File: src/design/mcfe_pkg.sv
// ----------------------------------------------------------------------------
// mcfe_pkg
// Shared types and constants of the motor command frame encoder.
// ----------------------------------------------------------------------------
`timescale 1ns / 1ps
`default_nettype none
package mcfe_pkg;

  // Command codes
  typedef enum logic [3:0] {
    CMD_ENABLE    = 4'd0,
    CMD_DISABLE   = 4'd1,
    CMD_ZERO      = 4'd2,
    CMD_IDLE      = 4'd3,
    CMD_MIT       = 4'd4,
    CMD_POSVEL    = 4'd5,
    CMD_VEL       = 4'd6,
    CMD_POSTORQUE = 4'd7,
    CMD_READ      = 4'd8,
    CMD_WRITE     = 4'd9,
    CMD_SAVE      = 4'd10
  } cmd_t;

  // Configuration register indexes
  localparam logic [7:0] CFG_NODE_ID        = 8'd0;
  localparam logic [7:0] CFG_POSITION_LIMIT = 8'd1;
  localparam logic [7:0] CFG_VELOCITY_LIMIT = 8'd2;
  localparam logic [7:0] CFG_TORQUE_LIMIT   = 8'd3;

  localparam int LIM_W   = 25;
  localparam int DEN_W   = 26;
  localparam int QUO_W   = 16;
  localparam int NUM_W   = DEN_W + QUO_W;
  localparam int DIV_STEPS = QUO_W;

  localparam logic [DEN_W-1:0] KP_MAX = 26'd32768000;
  localparam logic [DEN_W-1:0] KD_MAX = 26'd327680;
  localparam logic [QUO_W-1:0] MAXC16 = 16'hFFFF;
  localparam logic [QUO_W-1:0] MAXC12 = 16'h0FFF;

  // Reciprocals of 125 (scaled by 2^26) and 5 (scaled by 2^18), rounded up;
  // KP_MAX is 125 * 2^18 and KD_MAX is 5 * 2^16
  localparam logic [19:0] KP_RECIP = 20'd536871;
  localparam logic [15:0] KD_RECIP = 16'd52429;

  localparam logic [10:0] ID_BCAST     = 11'h7FF;
  localparam logic [10:0] ID_POSVEL    = 11'h100;
  localparam logic [10:0] ID_VEL       = 11'h200;
  localparam logic [10:0] ID_POSTORQUE = 11'h300;

  localparam logic [7:0] OP_READ  = 8'h33;
  localparam logic [7:0] OP_WRITE = 8'h55;
  localparam logic [7:0] OP_SAVE  = 8'hAA;

  typedef struct packed {
    logic [3:0]         cmd;
    logic signed [31:0] position;
    logic signed [31:0] velocity;
    logic signed [31:0] torque;
    logic signed [31:0] stiffness;
    logic signed [31:0] damping;
    logic [7:0]         param_reg;
    logic [31:0]        param_value;
  } in_t;

  typedef struct packed {
    logic [10:0] frame_id;
    logic [63:0] frame_payload;
  } out_t;

endpackage
`default_nettype wire

File: src/design/mcfe_div.sv
// ----------------------------------------------------------------------------
// mcfe_div
// Pipelined restoring divider, one quotient bit per stage. The quotient must
// fit in QUO_W bits; a zero divisor yields a zero quotient.
// ----------------------------------------------------------------------------
`timescale 1ns / 1ps
`default_nettype none
module mcfe_div
  import mcfe_pkg::*;
(
  input  wire logic             clk,
  input  wire logic [NUM_W-1:0] num,
  input  wire logic [DEN_W-1:0] den,
  output logic      [QUO_W-1:0] quo
);

  typedef struct packed {
    logic [DEN_W-1:0] rem;
    logic [QUO_W-1:0] lo;
    logic [QUO_W-1:0] q;
    logic [DEN_W-1:0] den;
  } dstage_t;

  dstage_t st_r   [DIV_STEPS];
  dstage_t st_nxt [DIV_STEPS];

  // One compare and subtract per stage
  always_comb begin
    dstage_t    prev;
    logic [DEN_W:0] sh;
    logic           ge;
    for (int k = 0; k < DIV_STEPS; k++) begin
      if (k == 0) begin
        prev.rem = num[NUM_W-1:QUO_W];
        prev.lo  = num[QUO_W-1:0];
        prev.q   = '0;
        prev.den = den;
      end else begin
        prev = st_r[k-1];
      end
      sh = {prev.rem, prev.lo[QUO_W-1]};
      ge = (sh >= {1'b0, prev.den});
      st_nxt[k].rem = ge ? DEN_W'(sh - {1'b0, prev.den}) : sh[DEN_W-1:0];
      st_nxt[k].lo  = {prev.lo[QUO_W-2:0], 1'b0};
      st_nxt[k].q   = {prev.q[QUO_W-2:0], ge};
      st_nxt[k].den = prev.den;
    end
  end

  // Advance the stages
  always_ff @(posedge clk) begin
    for (int k = 0; k < DIV_STEPS; k++) begin
      st_r[k] <= st_nxt[k];
    end
  end

  assign quo = (st_r[DIV_STEPS-1].den == '0) ? '0 : st_r[DIV_STEPS-1].q;

endmodule
`default_nettype wire

File: config.mk
export PLATFORM = sky130hd
export DESIGN_NAME = mcfe_div
export DESIGN_NICKNAME = d
export VERILOG_FILES = /design/src/design/mcfe_pkg.sv /design/src/design/mcfe_div.sv
export SDC_FILE = /design/constraint.sdc
export NUM_CORES = 2
export LEC_CHECK = 0
export BUFFER_PORTS_ARGS = -buffer_cell sky130_fd_sc_hd__buf_2
export CAP_MARGIN = 20
export CORE_ASPECT_RATIO = 1.25
export CORE_MARGIN = 2
export CORE_UTILIZATION = 35
export DETAILED_ROUTE_END_ITERATION = 8
export GPL_TIMING_DRIVEN = 1
export MAX_ROUTING_LAYER = met4
export SYNTH_ARGS = -nofsm -noshare
export SYNTH_HDL_FRONTEND = slang
export SYNTH_SLANG_ARGS = --single-unit
File: constraint.sdc
create_clock -name clk -period 3.55 [get_ports clk]
set_input_delay 0.1775 -clock clk [delete_from_list [all_inputs] [get_ports clk]]
set_output_delay 0.1775 -clock clk [all_outputs]
set_load 0.05 [all_outputs]
After elaboration in Yosys (flattened, before gate mapping)
Memory sizes are Yosys's and may differ from the RTL's. Cells that the tools add are included.

Register bits: 0. RAM bits: 1328. Input bits: 69. Word-level logic and storage cells: 51. Memories: 1.

Memories: st_r (words 16, bits a word 83, rd ports 16, clocked after Yosys merged registers in 0, write ports 16, line mcfe_div.sv:24) `dstage_t st_r [DIV_STEPS];`.

Add/subtract/negate cells: 16. Order comparisons: 16. Muxes and demuxes: 17. Reduce and logical (&&, ||, !) cells: 1.

Operator list (count): $ge A27 B26 Y1 (16); $mux W26 (16); $sub A26 B26 Y26 (16); $logic_not A26 Y1 (1); $mux W16 (1).

Depth between registers and ports, before layout
An unclocked memory read counts as a cell.

Word-level depth: 3. Depth in mapped cells: 15. Gate-level depth less buffers: 13.

Worst setup path after synthesis
OpenSTA, ideal clock, no wires.

Kind: register to register. From: memory st_r[1][388] (netlist name). To: memory st_r[1][494] (netlist name). Library setup time: 121 ps. Arrival: 2922 ps. Data required time: 3429 ps. Slack: 508 ps. Cell stages (with the launch flop): 14. Buffers on the path: 0. Clock period less this slack: 3042 ps. Path through: dfxtp_1 inv_1 ha_1 inv_1 fa_1 a21oi_1 o21bai_1 a2111oi_1 nor2_1 a221oi_1 nand2_1 and4b_1 a311o_1 mux2_2.

RTL lines (line): start, declared (mcfe_div.sv:24).

==> out/summary.txt <==
WP data required = 4.19 ns
Max cap viols = 0
Avg Vias per Cell = 4.96
Worst setup margin = 0.136 ns
Status = complete, no violations
RSZ-0062 raised after global routing = true
Root buf cell = clkbuf_16
Maximum clock path buffer count = 3
Asr flop ratio synth = 0%
Top flop regs = st_r: 1062 flops
Register-to-register path setup slack = 0.14 ns
Most instantiated library cell after synthesis = dfxtp_1
Worst skew pair latency = 0.76 ns
Yosys Warn Count = 0
Final instance area = 0.0559 mm2
Final hold viol count = 0
Final Util = 41.2%
CTS Buf Count = 111
Port Buffer Count = 84
Placeable Area = 0.135 mm2
Cell Count, Final, Fillers Out = 7128
Die Span X = 335 um
First-pass DRT Iterations = 7
Area growth from synthesis to layout = 16.8%
Routed wire length = 124 mm
CP endpoint kind = flip-flop
Critical path class = input port to flip-flop
Placed Cells incl. Taps = 6843
Startpoint Class = input port
Setup total negative slack = 0 ns
Worst-Margin Slew = 1.10 ns
Postcts setup bufs = 0
Die height = 417 um
First-pass GRT wire length = 192 mm
Clk sink count = 1062
Clock Skews = 0.0644 ns
Antenna-violating nets left = 0
Syn nets = 5494
Reg2reg path depth = 12
Final Power = 58.0 mW
Pwr Density = 1040 mW/mm2
Synth Cell Area = 0.0478 mm2
Layout fillers = 13.1k
Ys flop type = dfxtp_1
Unique masters post-synth = 88
Die area = 0.140 mm2
Synthesized flop and latch total = 1062
Commonest cells in the netlist = dfxtp_1, inv_1, ha_1
Period minus WS final = 3.41 ns
Drt wl/cell = 17.4 um
Highest Clock Rate = 293 MHz
Synth area leader = dfxtp_1
Total gr overflow = 0
Post-Synthesis Cells = 4994
Final setup violation count = 0
Pins Over Slew Limit = 0
Hold_ws = 0.0666 ns
Row count = 151
Final cycle utilization of the critical path = 96.2%
Sequential area share after synthesis = 44.5%
Initial Util = 35.3%
Hold Crit Depth = 2
Via Count = 35.3k
CTS tree = done
Number of synthesized flops with an enable pin = 0
RePlAce Congestion = 0.970
CP arrival = 4.06 ns
Starting DRC count in detailed routing = 1448
Initial antenna violation count = 2
Pin count of the biggest net entering global routing = 41
Via count of the first global-routing pass = 36.7k
Average cell area after synthesis = 9.57 um2
HP Class = input port to flip-flop
Worst-case vdd ir drop = 0.520 mV
Nets = 5775
Worst slack at placement = -0.0137 ns
Worst Path Max Fanout = 27
DP HPWL = 99.7 mm
Total global-route track usage = 18.1%
Share of cells above drive strength 1 = 12.4%
# IOs = 85
Synth area leaders = dfxtp_1, ha_1, mux2_2
Clock-pin transition on the worst setup and hold timing paths = 0.06 ns
Post-synth top area share = 44.5%
Max reg flops = 1062
# DRC = 0
Lkg Pwr = 25.8 nW
Slew HR = 26.4%
Biggest register = st_r
H-tree depth = 3
Dpl cell area = 0.0511 mm2
==> layer usage <==
metal	vias to the layer above	track usage [%]	wire, um
li1	17900	-	-
met1	16300	14.4	40300
met2	693	36.6	70200
met3	396	2.18	3130
met4	0	13.6	10500
met5	-	-	0
==> cell type report <==
type	count	area (um2)	share of cell area [%]
antenna	1	2.50	0.00448
tap	1759	2200	3.94
sequential	1062	21300	38.1
clock buffer	146	3060	5.48
clock inverter	60	890	1.59
multi-input combinational	3275	24100	43.2
timing repair buffer	287	2310	4.14
inverter	538	2020	3.62
==> path summary, 6_finish.rpt <==
path,start,to
hold reg to reg,st_r[0][47],st_r[0][131]
setup / recovery,den[20],st_r[0][64]
hold / removal,num[11],st_r[0][53]
setup reg to reg,st_r[0][586],st_r[1][74]
==> timing repair <==
| item | CTS | global route |
|---|---|---|
| resized for setup | 1 | 12 |
| hold buffers | 78 | 0 |
| endpoints found under the setup margin | 1 | 18 |
| endpoints found under the hold margin | 67 | 0 |
==> layout by cell type, fill, tap and decap left out, types with 78 or more instances in the layout <==
master,synthesis,routed
nor2_1,269,268
dfxtp_1,1062,1062
a21oi_1,404,400
buf_4,4,111
xnor2_1,210,210
dlygate4sd3_1,0,78
ha_1,416,416
a21o_1,242,242
xor2_1,109,109
mux2_2,194,194
buf_2,20,84
clkbuf_16,0,111
nand3_1,113,113
o21ai_0,261,261
inv_1,537,537
nand2_1,270,270
==> kinds of logic after synthesis <==
| group | count (synthesis) | share of synthesized area [%] |
|---|---|---|
| multiplexers | 228 | 5.45 |
| AND/OR/NAND/NOR | 1014 | 10.2 |
| AO/OA/AOI/OAI | 1283 | 17.2 |
| adder cells (fa/ha/maj) | 431 | 11.5 |
| buffers and inverters | 657 | 5.27 |
| flip-flops | 1062 | 44.5 |
| XOR/XNOR | 319 | 5.84 |
==> power breakdown <==
group / internal (mW) / switching (mW) / leakage, nW
clock: 7.29 / 4.98 / 1.90
combinational: 13.0 / 15.3 / 14.9
sequential: 15.5 / 1.90 / 8.95
total: 35.8 / 22.1 / 25.8
==> worst max-delay path: stages <==
cell and delay [ns]:
dlygate4sd3_1 0.53, buf_2 0.12, inv_1 0.04, ha_1 0.38, a21o_1 0.24, a21o_1 0.17, a21o_1 0.18, a21oi_1 0.23
nor2_1 0.07, o21a_1 0.18, nor4_2 0.24, buf_4 0.18, o21a_1 0.18, buf_12 0.20, mux2_2 0.36, dlygate4sd3_1 0.55
Power figures use the tool's default switching activity.
