<file path="src/design/mcfe_pkg.sv">
// ----------------------------------------------------------------------------
// mcfe_pkg
// Shared types and constants of the motor command frame encoder.
// ----------------------------------------------------------------------------
`timescale 1ns / 1ps
`default_nettype none
package mcfe_pkg;

  // Command codes
  typedef enum logic [3:0] {
    CMD_ENABLE    = 4'd0,
    CMD_DISABLE   = 4'd1,
    CMD_ZERO      = 4'd2,
    CMD_IDLE      = 4'd3,
    CMD_MIT       = 4'd4,
    CMD_POSVEL    = 4'd5,
    CMD_VEL       = 4'd6,
    CMD_POSTORQUE = 4'd7,
    CMD_READ      = 4'd8,
    CMD_WRITE     = 4'd9,
    CMD_SAVE      = 4'd10
  } cmd_t;

  // Configuration register indexes
  localparam logic [7:0] CFG_NODE_ID        = 8'd0;
  localparam logic [7:0] CFG_POSITION_LIMIT = 8'd1;
  localparam logic [7:0] CFG_VELOCITY_LIMIT = 8'd2;
  localparam logic [7:0] CFG_TORQUE_LIMIT   = 8'd3;

  localparam int LIM_W   = 25;
  localparam int DEN_W   = 26;
  localparam int QUO_W   = 16;
  localparam int NUM_W   = DEN_W + QUO_W;
  localparam int DIV_STEPS = QUO_W;

  localparam logic [DEN_W-1:0] KP_MAX = 26'd32768000;
  localparam logic [DEN_W-1:0] KD_MAX = 26'd327680;
  localparam logic [QUO_W-1:0] MAXC16 = 16'hFFFF;
  localparam logic [QUO_W-1:0] MAXC12 = 16'h0FFF;

  // Reciprocals of 125 (scaled by 2^26) and 5 (scaled by 2^18), rounded up;
  // KP_MAX is 125 * 2^18 and KD_MAX is 5 * 2^16
  localparam logic [19:0] KP_RECIP = 20'd536871;
  localparam logic [15:0] KD_RECIP = 16'd52429;

  localparam logic [10:0] ID_BCAST     = 11'h7FF;
  localparam logic [10:0] ID_POSVEL    = 11'h100;
  localparam logic [10:0] ID_VEL       = 11'h200;
  localparam logic [10:0] ID_POSTORQUE = 11'h300;

  localparam logic [7:0] OP_READ  = 8'h33;
  localparam logic [7:0] OP_WRITE = 8'h55;
  localparam logic [7:0] OP_SAVE  = 8'hAA;

  typedef struct packed {
    logic [3:0]         cmd;
    logic signed [31:0] position;
    logic signed [31:0] velocity;
    logic signed [31:0] torque;
    logic signed [31:0] stiffness;
    logic signed [31:0] damping;
    logic [7:0]         param_reg;
    logic [31:0]        param_value;
  } in_t;

  typedef struct packed {
    logic [10:0] frame_id;
    logic [63:0] frame_payload;
  } out_t;

endpackage
`default_nettype wire

</file>
<file path="src/design/mcfe_f32.sv">
// ----------------------------------------------------------------------------
// mcfe_f32
// Three-stage conversion of a signed Q10.16 value (magnitude below 2^25) to
// IEEE single precision, round to nearest even.
// ----------------------------------------------------------------------------
`timescale 1ns / 1ps
`default_nettype none
module mcfe_f32
  import mcfe_pkg::*;
(
  input  wire logic              clk,
  input  wire logic signed [DEN_W-1:0] x,
  output logic [31:0]            f
);

  logic        a_sign_r, b_sign_r;
  logic        a_zero_r, b_zero_r;
  logic [24:0] a_mag_r;
  logic [4:0]  a_pos_r, b_pos_r;
  logic [24:0] b_norm_r;
  logic [31:0] f_r;

  logic [24:0] mag_nxt;
  logic [4:0]  pos_nxt;

  // Take magnitude and find the leading one
  always_comb begin
    logic [DEN_W-1:0] ax;
    ax      = x[DEN_W-1] ? DEN_W'(-x) : DEN_W'(x);
    mag_nxt = ax[24:0];
    pos_nxt = '0;
    for (int i = 0; i < 25; i++) begin
      if (mag_nxt[i]) pos_nxt = 5'(i);
    end
  end

  // Round and pack
  logic [24:0] mant_sum;
  logic [7:0]  ex_base;
  logic [31:0] f_nxt;
  always_comb begin
    mant_sum = {1'b0, b_norm_r[24:1]} + 25'(b_norm_r[0] & b_norm_r[1]);
    ex_base  = 8'({3'b0, b_pos_r}) + 8'd111 + 8'(mant_sum[24]);
    f_nxt    = {b_sign_r, ex_base, mant_sum[24] ? 23'd0 : mant_sum[22:0]};
    if (b_zero_r) f_nxt = '0;
  end

  always_ff @(posedge clk) begin
    a_sign_r <= x[DEN_W-1];
    a_zero_r <= (x == '0);
    a_mag_r  <= mag_nxt;
    a_pos_r  <= pos_nxt;
    b_sign_r <= a_sign_r;
    b_zero_r <= a_zero_r;
    b_pos_r  <= a_pos_r;
    b_norm_r <= 25'(a_mag_r << (5'd24 - a_pos_r));
    f_r      <= f_nxt;
  end

  assign f = f_r;

endmodule
`default_nettype wire

</file>
<file path="config.mk">
export PLATFORM = sky130hd
export DESIGN_NAME = mcfe_f32
export DESIGN_NICKNAME = d
export VERILOG_FILES = /design/src/design/mcfe_pkg.sv /design/src/design/mcfe_f32.sv
export SDC_FILE = /design/constraint.sdc
export NUM_CORES = 1
export LEC_CHECK = 0
export BUFFER_PORTS_ARGS = -buffer_cell sky130_fd_sc_hd__buf_2
export CAP_MARGIN = 5
export CORE_AREA = 2 2 101 103
export DETAILED_ROUTE_END_ITERATION = 7
export DIE_AREA = 0 0 103 105
export GPL_TIMING_DRIVEN = 1
export MAX_ROUTING_LAYER = met4
export PLACE_DENSITY = 0.8
export SKIP_LAST_GASP = 1
export SYNTH_ARGS = -nofsm -noshare
export SYNTH_HDL_FRONTEND = slang
export SYNTH_SLANG_ARGS = --single-unit
</file>
<file path="constraint.sdc">
create_clock -name clk -period 3.4 [get_ports clk]
set_input_delay 0.68 -clock clk [delete_from_list [all_inputs] [get_ports clk]]
set_output_delay 0.68 -clock clk [all_outputs]
set_load 0.05 [all_outputs]
</file>
Word level (Yosys, flattened, before mapping). Cells that the tools add are included.

Order comparisons: 0. Multiplexer cells: 24. Shift operators: 1. Divide/modulo/power cells: 0. Multipliers: 0. Bitwise logic cells: 1. Reduce and logical (&&, ||, !) cells: 3. Add/sub/neg operators: 5. Equality and inequality tests: 0.

Operator list (number): 5-bit two-way mux (14); 4-bit two-way mux (8); 26-bit logical NOT (1); 24-bit by 1-bit adder with 25-bit output (1); 25-bit two-way mux (1); 25-bit negation (1); 25-bit by 5-bit << shifter with 25-bit output (1); 9-bit OR reduction (1); 5-bit by 7-bit adder with 8-bit output, second input constant (1); 8-bit by 1-bit adder with 8-bit output (1); 5-bit subtractor, first input constant (1); 2-bit OR reduction (1); 1-bit AND (1); 1-bit two-way mux (1).

Memory bits (writable): 0. Bits in latches: 0. Input port bits: 27. Output and inout bits: 32. Memory bits (read-only): 0. Flip-flop bits (word level): 96. Memories: 0. Logic and storage cells: 45.

Depth between registers and ports, before layout.
Depth after elaboration: 25. Depth in mapped cells: 13. Depth with buffers taken out: 12.

Worst setup path before layout. OpenSTA, ideal clock, no wires.

Path type: register to register. Start: reg a_pos_r[0]. End: reg b_norm_r[23]. Buffers on the path: 4. Arrival: 3.138 ns. Clock period less this slack: 3.269 ns. Cell stages (with the launch flop): 12. Path slack: 0.131 ns. Required time: 3.270 ns. Setup time: 0.130 ns. Cells stage by stage: dfxtp_1 > clkbuf_1 > clkinv_1 > clkbuf_1 > ha_1 > clkbuf_1 > buf_1 > mux2_2 > o21ai_0 > nor2_1 > a21oi_1 > o22ai_1.

Word-level cells in the longest chain between the ends: 2.

RTL lines: start, declared (RTL line mcfe_f32.sv:19) `logic [4:0] a_pos_r, b_pos_r;`; start signal, assigned (RTL line mcfe_f32.sv:52) `a_pos_r <= pos_nxt;`; 5-bit subtractor (RTL line mcfe_f32.sv:56) `b_norm_r <= 25'(a_mag_r << (5'd24 - a_pos_r));`; 25-bit by 5-bit << shifter with 25-bit output (RTL line mcfe_f32.sv:56); end signal, assigned (RTL line mcfe_f32.sv:56); end, declared (RTL line mcfe_f32.sv:20) `logic [24:0] b_norm_r;`.

No other way between the ends. A chain may end at the register's enable or synchronous reset.

Worst setup path in the final report.
Start: in x[7]. End: reg a_pos_r[2].

Word-level cells in the longest chain between the ends: 19.

RTL lines: start, declared (RTL line mcfe_f32.sv:12) `input wire logic signed [DEN_W-1:0] x,`; 25-bit negation (RTL line mcfe_f32.sv:29) `ax = x[DEN_W-1] ? DEN_W'(-x) : DEN_W'(x);`; 25-bit two-way mux * (RTL line mcfe_f32.sv:29); 5-bit two-way mux (9 in series) (RTL line mcfe_f32.sv:33) `if (mag_nxt[i]) pos_nxt = 5'(i);`; 4-bit two-way mux (8 in series) (RTL line mcfe_f32.sv:33).

Every way passes the cells marked *; elsewhere a longest branch is shown, timed or not.

==> results.py <==
metrics = {
    "run_status": {
        "status": "complete, no violations",
    },
    "placed_design": {
        "place.gp.congestion": 0.895,
        "dpl.hpwl_mm": 8.62,
        "placed_cell_area_um2": 5440,
        "port_buffers": 58,
        "dp_cells": 756,
    },
    "cts": {
        "ctsResizeCount": 0,
        "clock_latency_ps": 360,
        "h-tree-depth": 3,
        "clk_pin_slew_ps": 80,
        "cts_hold_buf": 0,
        "cts_buffers": 9,
        "clock_path_buffers": 2,
        "post_cts_buffers": 0,
        "cts-root-buf": "clkbuf_8",
        "numClockSinks": 96,
        "cts_tree": "built",
    },
    "drt": {
        "wl_per_cell_um": 14.3,
        "ant_nets": 0,
        "finalWirelength_mm": 11.0,
        "vias_per_cell": 5.58,
        "drc": 0,
        "vias": 4310,
        "dr.pass1.iters": 5,
        "drt_iter0_markers": 152,
    },
    "yosys": {
        "synthFlopType": "dfxtp_1",
        "async_flop_share_pct": 0,
        "ys_ff_latch": 96,
        "syn_inst": 581,
        "synth_cell_types": 68,
        "ys_warn_count": 0,
        "syn_area_per_cell_um2": 8.64,
        "syn_area_um2": 5020,
        "ys_seq_area_share_pct": 38.3,
        "synth_edf_count": 0,
        "syn_nets": 613,
    },
    "timing": {
        "fin_crit_sh_pct": 84.6,
        "min_period_ps": 2880,
        "final-setup-viol-count": 0,
        "max_slew_margin_pct": 23.6,
        "worstMarginPinSlew_ps": 1140,
        "drv_slew": 0,
        "finClkSkew_ps": 7.52,
        "hold_viol": 0,
        "final.setup.tns_ps": 0,
        "rsz0062_at_grt": "false",
        "fmax_mhz": 347,
    },
    "grt": {
        "grt_pass1_wl_mm": 18.3,
        "grt_util_all_layers_pct": 21.6,
        "grt_max_degree": 30,
        "grt-ovfl-total": 0,
        "grt_pass1_vias": 4009,
        "antenna_found_initial": 0,
    },
    "layout": {
        "layout.cells.non_filler": 772,
        "fin_nets": 666,
        "syn_to_final_growth_pct": 12.7,
        "postLayoutCellArea_um2": 5650,
        "drive_gt1_share_pct": 18.5,
        "final_util_pct": 58.7,
        "num_antenna_cells": 0,
    },
    "hold_path": {
        "hold_end": "b_sign_r",
        "hold_class": "flop to flop",
        "hold_depth": 0,
        "min_from": "a_sign_r",
    },
    "die": {
        "die_area_um2": 10800,
        "fp-row-count": 36,
        "num_io_pins": 59,
        "core_area_um2": 9640,
        "start_util_pct": 52.1,
        "die_h_um": 105,
        "chipWidth_um": 103,
    },
    "setup_path": {
        "r2r_cells": 12,
        "max_stage_delay_ps": 680,
        "path_max_fanout": 9,
        "cp_slowest_cell": "or4_1",
        "start_kind": "input pin",
        "arrival_ps": 3120,
        "reg2reg_from": "b_norm_r[1]",
        "r2r-end": "f[27]",
        "r2r_slack_ps": 740,
        "crit_required_ps": 3640,
        "worstSetupPathType": "input pin to flop",
        "cp_cell_sequence": "buf_2, or4_1, nor3_1, a311oi_1, nor4_1, o21ai_1, o21ai_0, a21oi_1",
        "end_kind": "flop",
    },
    "flow_run": {
        "maxCapViolations": 0,
    },
    "pwr": {
        "p_int_w": 0.00230,
        "p_switching_w": 0.00153,
        "ir_drop_mv": 0.397,
        "pwr-share-comb_pct": 39.6,
        "leakage_nw": 2.33,
        "clkPwrFrac_pct": 20.6,
        "p_total_w": 0.00383,
        "power_frac_seq_pct": 39.8,
        "p_sw_share_pct": 40.0,
        "power.density_nw_per_um2": 678,
    },
}
==> power by group through the flow <==
stage                     logic, W  registers (W)  clock network (W)
after global routing       0.00165        0.00157           0.000863
after detailed placement   0.00150        0.00155                  0
after floorplan           0.000769        0.00194                  0
after CTS                  0.00151        0.00153           0.000809
final                      0.00152        0.00153           0.000791
after global placement     0.00149        0.00154                  0
==> critical path: cells and delay by family <==
family,cells,cell delay (ps)
AND/OR/NAND/NOR,3,1680
AO/OA/AOI/OAI,4,580
buffers and inverters,1,160
==> worst max path at each step <==
stage / cells past startpoint / from / end
floorplan: 11 / a_pos_r[0] / b_norm_r[23]
global placement: 8 / x[7] / a_pos_r[0]
detailed placement: 8 / x[7] / a_pos_r[2]
CTS: 8 / x[7] / a_pos_r[2]
global route: 8 / x[7] / a_pos_r[2]
finish: 8 / x[7] / a_pos_r[2]
==> logic make-up (layout without fill, tap and decap cells) <==
group	after synthesis	after routing	share of synthesized area, %
simple gates	214	214	21.7
compound gates	127	127	17.2
flops	96	96	38.3
buf+inv	56	114	5.06
xor+xnor	49	49	8.55
mux	34	34	7.95
fa+ha+maj	5	5	1.25
==> through the flow <==
step | setup WS, ps | hold slack (ps)
after global placement | 308 | 315
after global routing | 412 | 342
after detailed placement | 200 | 316
final | 522 | 338
after floorplan | 131 | 310
after CTS | 581 | 341
==> cells in the final DEF (no fill, tap or decap), types with 4 or more instances in the layout <==
master and n:
nor4_1 8, xor2_1 18, nand4_1 7, clkbuf_8 9, or4_1 4, o211ai_1 7, nor2b_1 8, a21oi_1 18
o31ai_1 10, xnor2_1 31, buf_4 17, nand3_1 17, mux2_2 7, o41ai_1 5, ha_1 5, o21ai_0 38
and3_1 7, and2_1 5, mux2i_1 23, o21a_1 5, nor2_1 66, inv_1 22, a31oi_1 4, buf_2 58
a211oi_1 8, o22ai_1 8, nor3_1 22, dfxtp_1 96, mux4_2 4, nand2_1 46
==> synthesized netlist by cell type (all sizes together), types with 5 or more instances <==
cell type	n	area (um^2)
a211oi	8	60.1
a21oi	18	90.1
and2	5	31.3
and3	7	43.8
buf	7	60.1
clkbuf	26	108
dfxtp	96	1920
ha	5	62.6
inv	22	82.6
mux2	7	78.8
mux2i	23	230
nand2	46	173
nand3	17	85.1
nand4	8	56.3
nor2	66	248
nor2b	8	50.1
nor3	24	130
nor4	11	105
o211ai	7	52.6
o21a	5	37.5
o21ai	40	200
o22ai	8	50.1
o31ai	10	75.1
o41ai	7	87.6
or4	5	41.3
xnor2	31	272
xor2	18	158
==> flip-flops by register name (all words and copies together), names as in the netlist <==
register,count
a_mag_r,25
f,32
a_sign_r,1
b_zero_r,1
a_zero_r,1
a_pos_r,5
b_norm_r,25
b_pos_r,5
b_sign_r,1
==> area by class of cell <==
cell class | count | area [um^2]
clock buffers | 9 | 124
clock inverters | 7 | 95.1
fillers | 889 | 3990
inverters | 23 | 86.3
multi-input cells | 429 | 2840
flip-flops and latches | 96 | 1920
well taps | 133 | 166
repair buffers | 75 | 418
==> routing by layer <==
metal,track usage [%],wire length (um),vias up,share of wire [%]
met5,-,0,-,0
met4,8.46,245,0,2.2
met3,3.61,532,20,4.8
met2,36.0,5550,137,50
met1,25.7,4690,1970,43
li1,-,-,2183,-
Note: power is estimated with default switching activity, not from simulation.
